--- config.mk ---
export PLATFORM = sky130hd
export DESIGN_NAME = euler_totient_trial_division
export DESIGN_NICKNAME = d
export VERILOG_FILES = /design/src/etot_pkg.sv /design/src/etot_div.sv /design/src/etot_mul.sv /design/src/euler_totient_trial_division.sv
export SDC_FILE = /design/constraint.sdc
export NUM_CORES = 1
export LEC_CHECK = 0
export CAP_MARGIN = 20
export CORE_ASPECT_RATIO = 1.5
export CORE_MARGIN = 5
export CORE_UTILIZATION = 60
export DETAILED_ROUTE_END_ITERATION = 8
export DONT_BUFFER_PORTS = 1
export PLACE_DENSITY = 0.78
export SYNTH_ARGS = -nofsm -noshare
export SYNTH_HDL_FRONTEND = slang
export SYNTH_SLANG_ARGS = --single-unit
--- constraint.sdc ---
create_clock -name clk -period 11.1 [get_ports clk]
set_clock_uncertainty 0.05 [all_clocks]
set_input_delay 2.22 -clock clk [delete_from_list [all_inputs] [get_ports clk]]
set_output_delay 2.22 -clock clk [all_outputs]
set_load 0.05 [all_outputs]
--- src/etot_pkg.sv ---
// Shared constants and types for the Euler totient block.
// Holds the default value width and the control state encoding.
// No dependencies.
package etot_pkg;

  localparam int unsigned VALUE_WIDTH_DEF = 32;

  typedef enum logic [2:0] {
    ST_IDLE,
    ST_DIV,
    ST_MUL,
    ST_FMUL,
    ST_OUT
  } etot_state_t;

endpackage

--- src/etot_div.sv ---
// Bit-serial restoring divider: one quotient bit per cycle.
// Gives quotient and remainder of an unsigned division. Depends on etot_pkg.
module etot_div
  import etot_pkg::*;
#(
  parameter int unsigned VALUE_WIDTH = VALUE_WIDTH_DEF
) (
  input  logic                   clk,
  input  logic                   rst_n,
  input  logic                   start,
  input  logic [VALUE_WIDTH-1:0] dividend,
  input  logic [VALUE_WIDTH-1:0] divisor,
  output logic                   done,
  output logic [VALUE_WIDTH-1:0] quot,
  output logic [VALUE_WIDTH-1:0] rem
);

  localparam int unsigned CW = $clog2(VALUE_WIDTH + 1);

  logic                   busy_r;
  logic [CW-1:0]          cnt_r;
  logic [VALUE_WIDTH-1:0] q_r;
  logic [VALUE_WIDTH-1:0] rem_r;
  logic [VALUE_WIDTH-1:0] dvs_r;
  logic [VALUE_WIDTH:0]   shifted;
  logic [VALUE_WIDTH:0]   trial;

  assign shifted = {rem_r, q_r[VALUE_WIDTH-1]};
  assign trial   = shifted - {1'b0, dvs_r};
  assign done    = busy_r && (cnt_r == '0);
  assign quot    = q_r;
  assign rem     = rem_r;

  always_ff @(posedge clk) begin
    if (!rst_n) begin
      busy_r <= 1'b0;
      cnt_r  <= '0;
    end else if (start) begin
      busy_r <= 1'b1;
      cnt_r  <= CW'(VALUE_WIDTH);
    end else if (busy_r) begin
      if (done) begin
        busy_r <= 1'b0;
      end else begin
        cnt_r <= cnt_r - CW'(1);
      end
    end
  end

  always_ff @(posedge clk) begin
    if (start) begin
      q_r   <= dividend;
      rem_r <= '0;
      dvs_r <= divisor;
    end else if (busy_r && !done) begin
      if (!trial[VALUE_WIDTH]) begin
        rem_r <= trial[VALUE_WIDTH-1:0];
        q_r   <= {q_r[VALUE_WIDTH-2:0], 1'b1};
      end else begin
        rem_r <= shifted[VALUE_WIDTH-1:0];
        q_r   <= {q_r[VALUE_WIDTH-2:0], 1'b0};
      end
    end
  end

endmodule

--- src/etot_mul.sv ---
// Bit-serial shift-and-add multiplier, one multiplier bit per cycle.
// The product is truncated to the value width. Depends on etot_pkg.
module etot_mul
  import etot_pkg::*;
#(
  parameter int unsigned VALUE_WIDTH = VALUE_WIDTH_DEF
) (
  input  logic                   clk,
  input  logic                   rst_n,
  input  logic                   start,
  input  logic [VALUE_WIDTH-1:0] op_a,
  input  logic [VALUE_WIDTH-1:0] op_b,
  output logic                   done,
  output logic [VALUE_WIDTH-1:0] prod
);

  logic                   busy_r;
  logic [VALUE_WIDTH-1:0] mcand_r;
  logic [VALUE_WIDTH-1:0] mplier_r;
  logic [VALUE_WIDTH-1:0] prod_r;

  assign done = busy_r && (mplier_r == '0);
  assign prod = prod_r;

  always_ff @(posedge clk) begin
    if (!rst_n) begin
      busy_r <= 1'b0;
    end else if (start) begin
      busy_r <= 1'b1;
    end else if (done) begin
      busy_r <= 1'b0;
    end
  end

  always_ff @(posedge clk) begin
    if (start) begin
      mcand_r  <= op_a;
      mplier_r <= op_b;
      prod_r   <= '0;
    end else if (busy_r && !done) begin
      if (mplier_r[0]) begin
        prod_r <= prod_r + mcand_r;
      end
      mcand_r  <= {mcand_r[VALUE_WIDTH-2:0], 1'b0};
      mplier_r <= {1'b0, mplier_r[VALUE_WIDTH-1:1]};
    end
  end

endmodule

--- src/euler_totient_trial_division.sv ---
// Euler totient by trial division: top level with control sequencer.
// Instantiates etot_div and etot_mul; depends on etot_pkg.
//
// Usage: present an unsigned value on in_value with in_valid; it is taken
// in a beat when in_valid and in_ready are both high. When the search ends the
// out_ channel carries totient phi(value), held with out_valid until
// out_ready takes it. An input of zero gives zero.
// One item is worked on at a time: in_ready is high only while the block is
// idle, and it stays low while a finished result waits for the receiver.
// Each trial divisor costs one bit-serial division, and each factor found
// adds a shift-add multiply. The worst case is a prime near 2^VALUE_WIDTH,
// for which about 2^(VALUE_WIDTH/2) candidate divisors are tried.
// The divider is the limiting unit.
// Reset returns the block to idle and drops any result in flight.
module euler_totient_trial_division
  import etot_pkg::*;
#(
  parameter int unsigned VALUE_WIDTH = VALUE_WIDTH_DEF
) (
  input  logic                   clk,
  input  logic                   rst_n,
  input  logic                   in_valid,
  output logic                   in_ready,
  input  logic [VALUE_WIDTH-1:0] in_value,
  output logic                   out_valid,
  input  logic                   out_ready,
  output logic [VALUE_WIDTH-1:0] out_totient
);

  etot_state_t            state_r, state_nxt;
  logic                   inner_r, inner_nxt;
  logic [VALUE_WIDTH-1:0] acc_r, acc_nxt;
  logic [VALUE_WIDTH-1:0] rest_r, rest_nxt;
  logic [VALUE_WIDTH-1:0] p_r, p_nxt;

  logic                   div_start, div_done;
  logic [VALUE_WIDTH-1:0] div_quot, div_rem;
  logic                   mul_start, mul_done;
  logic [VALUE_WIDTH-1:0] mul_b, mul_prod;

  etot_div #(.VALUE_WIDTH(VALUE_WIDTH)) u_div (
    .clk      (clk),
    .rst_n    (rst_n),
    .start    (div_start),
    .dividend (rest_nxt),
    .divisor  (p_nxt),
    .done     (div_done),
    .quot     (div_quot),
    .rem      (div_rem)
  );

  etot_mul #(.VALUE_WIDTH(VALUE_WIDTH)) u_mul (
    .clk   (clk),
    .rst_n (rst_n),
    .start (mul_start),
    .op_a  (acc_r),
    .op_b  (mul_b),
    .done  (mul_done),
    .prod  (mul_prod)
  );

  assign in_ready    = (state_r == ST_IDLE);
  assign out_valid   = (state_r == ST_OUT);
  assign out_totient = acc_r;

  always_ff @(posedge clk) begin
    if (!rst_n) begin
      state_r <= ST_IDLE;
      inner_r <= 1'b0;
    end else begin
      state_r <= state_nxt;
      inner_r <= inner_nxt;
    end
  end

  always_ff @(posedge clk) begin
    acc_r  <= acc_nxt;
    rest_r <= rest_nxt;
    p_r    <= p_nxt;
  end

  always_comb begin
    state_nxt = state_r;
    inner_nxt = inner_r;
    acc_nxt   = acc_r;
    rest_nxt  = rest_r;
    p_nxt     = p_r;
    div_start = 1'b0;
    mul_start = 1'b0;
    mul_b     = p_r;
    unique case (state_r)
      ST_IDLE: begin
        if (in_valid) begin
          if (in_value == '0) begin
            acc_nxt   = '0;
            state_nxt = ST_OUT;
          end else begin
            acc_nxt   = VALUE_WIDTH'(1);
            rest_nxt  = in_value;
            p_nxt     = VALUE_WIDTH'(2);
            inner_nxt = 1'b0;
            div_start = 1'b1;
            state_nxt = ST_DIV;
          end
        end
      end
      ST_DIV: begin
        if (div_done) begin
          if (!inner_r && (p_r > div_quot)) begin
            if (rest_r > VALUE_WIDTH'(1)) begin
              mul_b     = rest_r - VALUE_WIDTH'(1);
              mul_start = 1'b1;
              state_nxt = ST_FMUL;
            end else begin
              state_nxt = ST_OUT;
            end
          end else if (div_rem == '0) begin
            rest_nxt  = div_quot;
            mul_b     = inner_r ? p_r : (p_r - VALUE_WIDTH'(1));
            mul_start = 1'b1;
            state_nxt = ST_MUL;
          end else begin
            p_nxt     = p_r + VALUE_WIDTH'(1);
            inner_nxt = 1'b0;
            div_start = 1'b1;
          end
        end
      end
      ST_MUL: begin
        if (mul_done) begin
          acc_nxt   = mul_prod;
          inner_nxt = 1'b1;
          div_start = 1'b1;
          state_nxt = ST_DIV;
        end
      end
      ST_FMUL: begin
        if (mul_done) begin
          acc_nxt   = mul_prod;
          state_nxt = ST_OUT;
        end
      end
      ST_OUT: begin
        if (out_ready) begin
          state_nxt = ST_IDLE;
        end
      end
      default: begin
        state_nxt = ST_IDLE;
      end
    endcase
  end

endmodule

==> summary.md <==
| Metric | Value |
|---|---|
| Detail Placement HPWL | `33000 um` |
| # IOs | `70` |
| Post-CTS setup buffers | `0` |
| Final Non-Filler Cells | `2333` |
| Setup violators final | `0` |
| Synth Cell Area | `17800 um2` |
| Register Area | `7610 um2` |
| Share of total power in combinational logic | `26.6%` |
| Run status | `complete, no violations` |
| Fill count | `2355` |
| Vias in the first global route | `14500` |
| ANT nets after route | `0` |
| Setup_tns | `0 ns` |
| Worst setup SP type | `register` |
| Crit path DAT | `5.57 ns` |
| Final setup margin | `5.94 ns` |
| Inst Count DP | `2273` |
| Pin count of the biggest net entering global routing | `96` |
| Worst-path clk slew | `0.06 ns` |
| Row count | `77` |
| Pwr Total | `3.47 mW` |
| Total CTS buffers | `30` |
| Sequential cell area fraction in the yosys report | `42.7%` |
| Placer Congestion | `0.947` |
| Asr flop ratio synth | `0%` |
| Commonest cells after routing, fill and taps aside | `nand2_1 (276), edfxtp_1 (160), a21oi_1 (150)` |
| Die H | `221 um` |
| Max Slew Vio Count | `0` |
| Hold path depth | `2` |
| Min-delay src | `u_mul.prod[4]` |
| Reg2Reg Capture Point | `u_mul.busy_r` |
| Slew margin rel. | `31.0%` |
| Netlist cell types | `77` |
| Worst Max-Slew Pin Slew | `1.03 ns` |
| Reg power frac | `41.2%` |
| Hold crit path type | `register to register` |
| R2r worst-path depth | `12` |
| Post-route cell area | `19200 um2` |
| Root buf cell | `clkbuf_16` |
| Switching power | `1.13 mW` |
| CTS Hold Bufs | `0` |
| Synth Flop Type | `edfxtp_1` |
| Pint | `2.34 mW` |
| DR iter-0 viols | `1228` |
| Clock sinks | `300` |
| Worst Path Required | `11.51 ns` |
| Final net count | `2052` |
| Max-cap violations | `0` |
| Drt pass-1 iters | `7` |
| # resized after CTS | `0` |
| RSZ-0062 raised after global routing | `no` |
| Share of layout cells above drive strength 1 | `7.64%` |
| Residual DRC count | `0` |
| Fin crit share | `46.5%` |
| Clock tree from TritonCTS | `built` |
| Post-synth top area share | `27.0%` |
| Clock Power Share | `32.2%` |
| EDFF count, synth | `160` |
| Cell taking the most area after synthesis | `edfxtp_1` |
| H-tree depth | `1` |
| Total GRT Usage | `26.7%` |
| Reg2reg setup slack | `5.94 ns` |
| DR vias/cell | `6.27` |
| Yosys reg bits | `300` |
| Syn Inst Count | `1955` |
| Switching Share | `32.5%` |
| Syn nets | `2093` |
| Grt total ovfl | `0` |
| Max Used Layer | `met4` |
| Final Hold Vio Count | `0` |
| First-pass GRT wire length | `72800 um` |
| Worst r2r src | `p_r[14]` |
| Peak supply drop | `0.000204 V` |
| Wire length on met3 | `2400 um` |
| ANT cells | `0` |
| Die Wd | `151 um` |
| Clock Latency Late Sink | `0.58 ns` |
| Most common cell after layout, fill and taps aside | `nand2_1` |
| Crit path from | `p_r[14]` |
| Min Clock Period, post-route | `5.16 ns` |
| Core box area | `29400 um2` |
| Max Root-Sink Buffers | `3` |
| Power Dens Cells | `181 nW/um2` |
| Critical Path End Type | `register` |
| Pre-CTS WS | `5.90 ns` |
| Max FO, Critical Path | `45` |
| PortBufs | `0` |
| Die ar. | `33300 um2` |
| Hold Path End | `u_mul.prod[4]` |
| Initial antenna violation count | `0` |
| Area after DPL | `18000 um2` |
| Met2 wire len | `23600 um` |
| Top cells by area, synth | `edfxtp_1 (27%), dfxtp_1 (16%), ha_1 (7.0%)` |
| Fmax | `0.194 GHz` |
| Post-Syn Area per Cell | `9.11 um2` |
| YS warnings | `0` |
| Multi-input gate area | `9430 um2` |
| Critical setup path kind | `register to register` |
| DR vias | `14600` |
| Total wire length | `45400 um` |
| Area grow syn2layout | `7.77%` |
| Leakage | `7.79 nW` |
| Wire length per cell | `19.5 um` |
| WL met1 | `17100 um` |
| Initial core utilization | `60.6%` |
worst max-delay path by stage:
stage,to,slack [ns],cells past startpoint
CTS,u_mul.busy_r,5.97,12
finish,u_mul.busy_r,5.94,12
detailed placement,u_div.dvs_r[28],5.90,8
global route,u_mul.busy_r,5.77,12
floorplan,u_div.quot[27],6.24,8
global placement,u_div.dvs_r[28],5.94,8
power by group through the flow:
stage / logic [mW] / clock network, mW / registers [mW]
2_1_floorplan: 0.709 / 0 / 1.41
4_1_cts: 0.899 / 1.13 / 1.43
5_1_grt: 1.03 / 1.18 / 1.45
6_report: 0.922 / 1.12 / 1.43
3_5_place_dp: 0.891 / 0 / 1.45
3_3_place_gp: 0.872 / 0 / 1.45
worst max-delay path, stage by stage, from the launching register on:
cell and delay [ns]:
dfxtp_1 0.43, ha_1 0.35, and4_1 0.25, nor3b_1 0.51
a21boi_0 0.49, o31a_1 0.24, o31a_1 0.47, nor3_1 0.27
a21oi_4 0.16, buf_4 0.50, nand2_2 0.54, buf_4 0.50
and2_1 0.25
stage by stage:
stage | hold slack (ns) | utilization (%)
2_1_floorplan | 0.393 | -
3_3_place_gp | 0.402 | 61.4
3_5_place_dp | 0.414 | 61.4
4_1_cts | 0.421 | 65.1
5_1_grt | 0.435 | 65.3
6_report | 0.422 | 65.3
cells by family after synthesis:
family,count (synthesis),share of synthesized area (%)
compound gates,514,18.3
xor+xnor,76,3.74
fa+ha+maj,102,7.25
buf+inv,193,4.65
flops,300,42.7
mux,75,4.51
simple gates,695,18.8
synthesized netlist by cell type, types with 15 or more instances:
master	count
a211oi_1	15
a21o_1	59
a21oi_1	150
a31oi_1	27
and2_1	40
clkbuf_1	77
dfxtp_1	140
edfxtp_1	160
ha_1	100
inv_1	97
mux2_2	38
mux2i_1	36
nand2_1	277
nand3_1	49
nand4_1	20
nor2_1	116
nor3_1	49
nor4_1	43
o211ai_1	22
o21ai_0	119
or3_1	16
xnor2_1	40
xor2_1	36
cell type report:
class                           count  share of cell area, %
Clock buffer                       38                   4.40
Inverter                           98                   1.92
Tap cell                          395                   2.58
Clock inverter                     18                   1.36
Multi-Input combinational cell   1462                   49.2
Timing Repair Buffer               22                  0.939
Sequential cell                   300                   39.7
sequential cells by signal (all words and copies together) (netlist names):
name	flops
inner_r	1
out_totient	32
p_r	32
rest_r	32
state_r	3
u_div.busy_r	1
u_div.cnt_r	6
u_div.dvs_r	32
u_div.quot	32
u_div.rem	32
u_mul.busy_r	1
u_mul.mcand_r	32
u_mul.mplier_r	32
u_mul.prod	32
per-layer routing:
layer | track usage, % | vias to the layer above
met1 | 30.0 | 6948
li1 | - | 7068
met5 | 0 | -
met4 | 13.2 | 0
met2 | 48.9 | 476
met3 | 3.34 | 139
(Power assumes the default switching activity.)
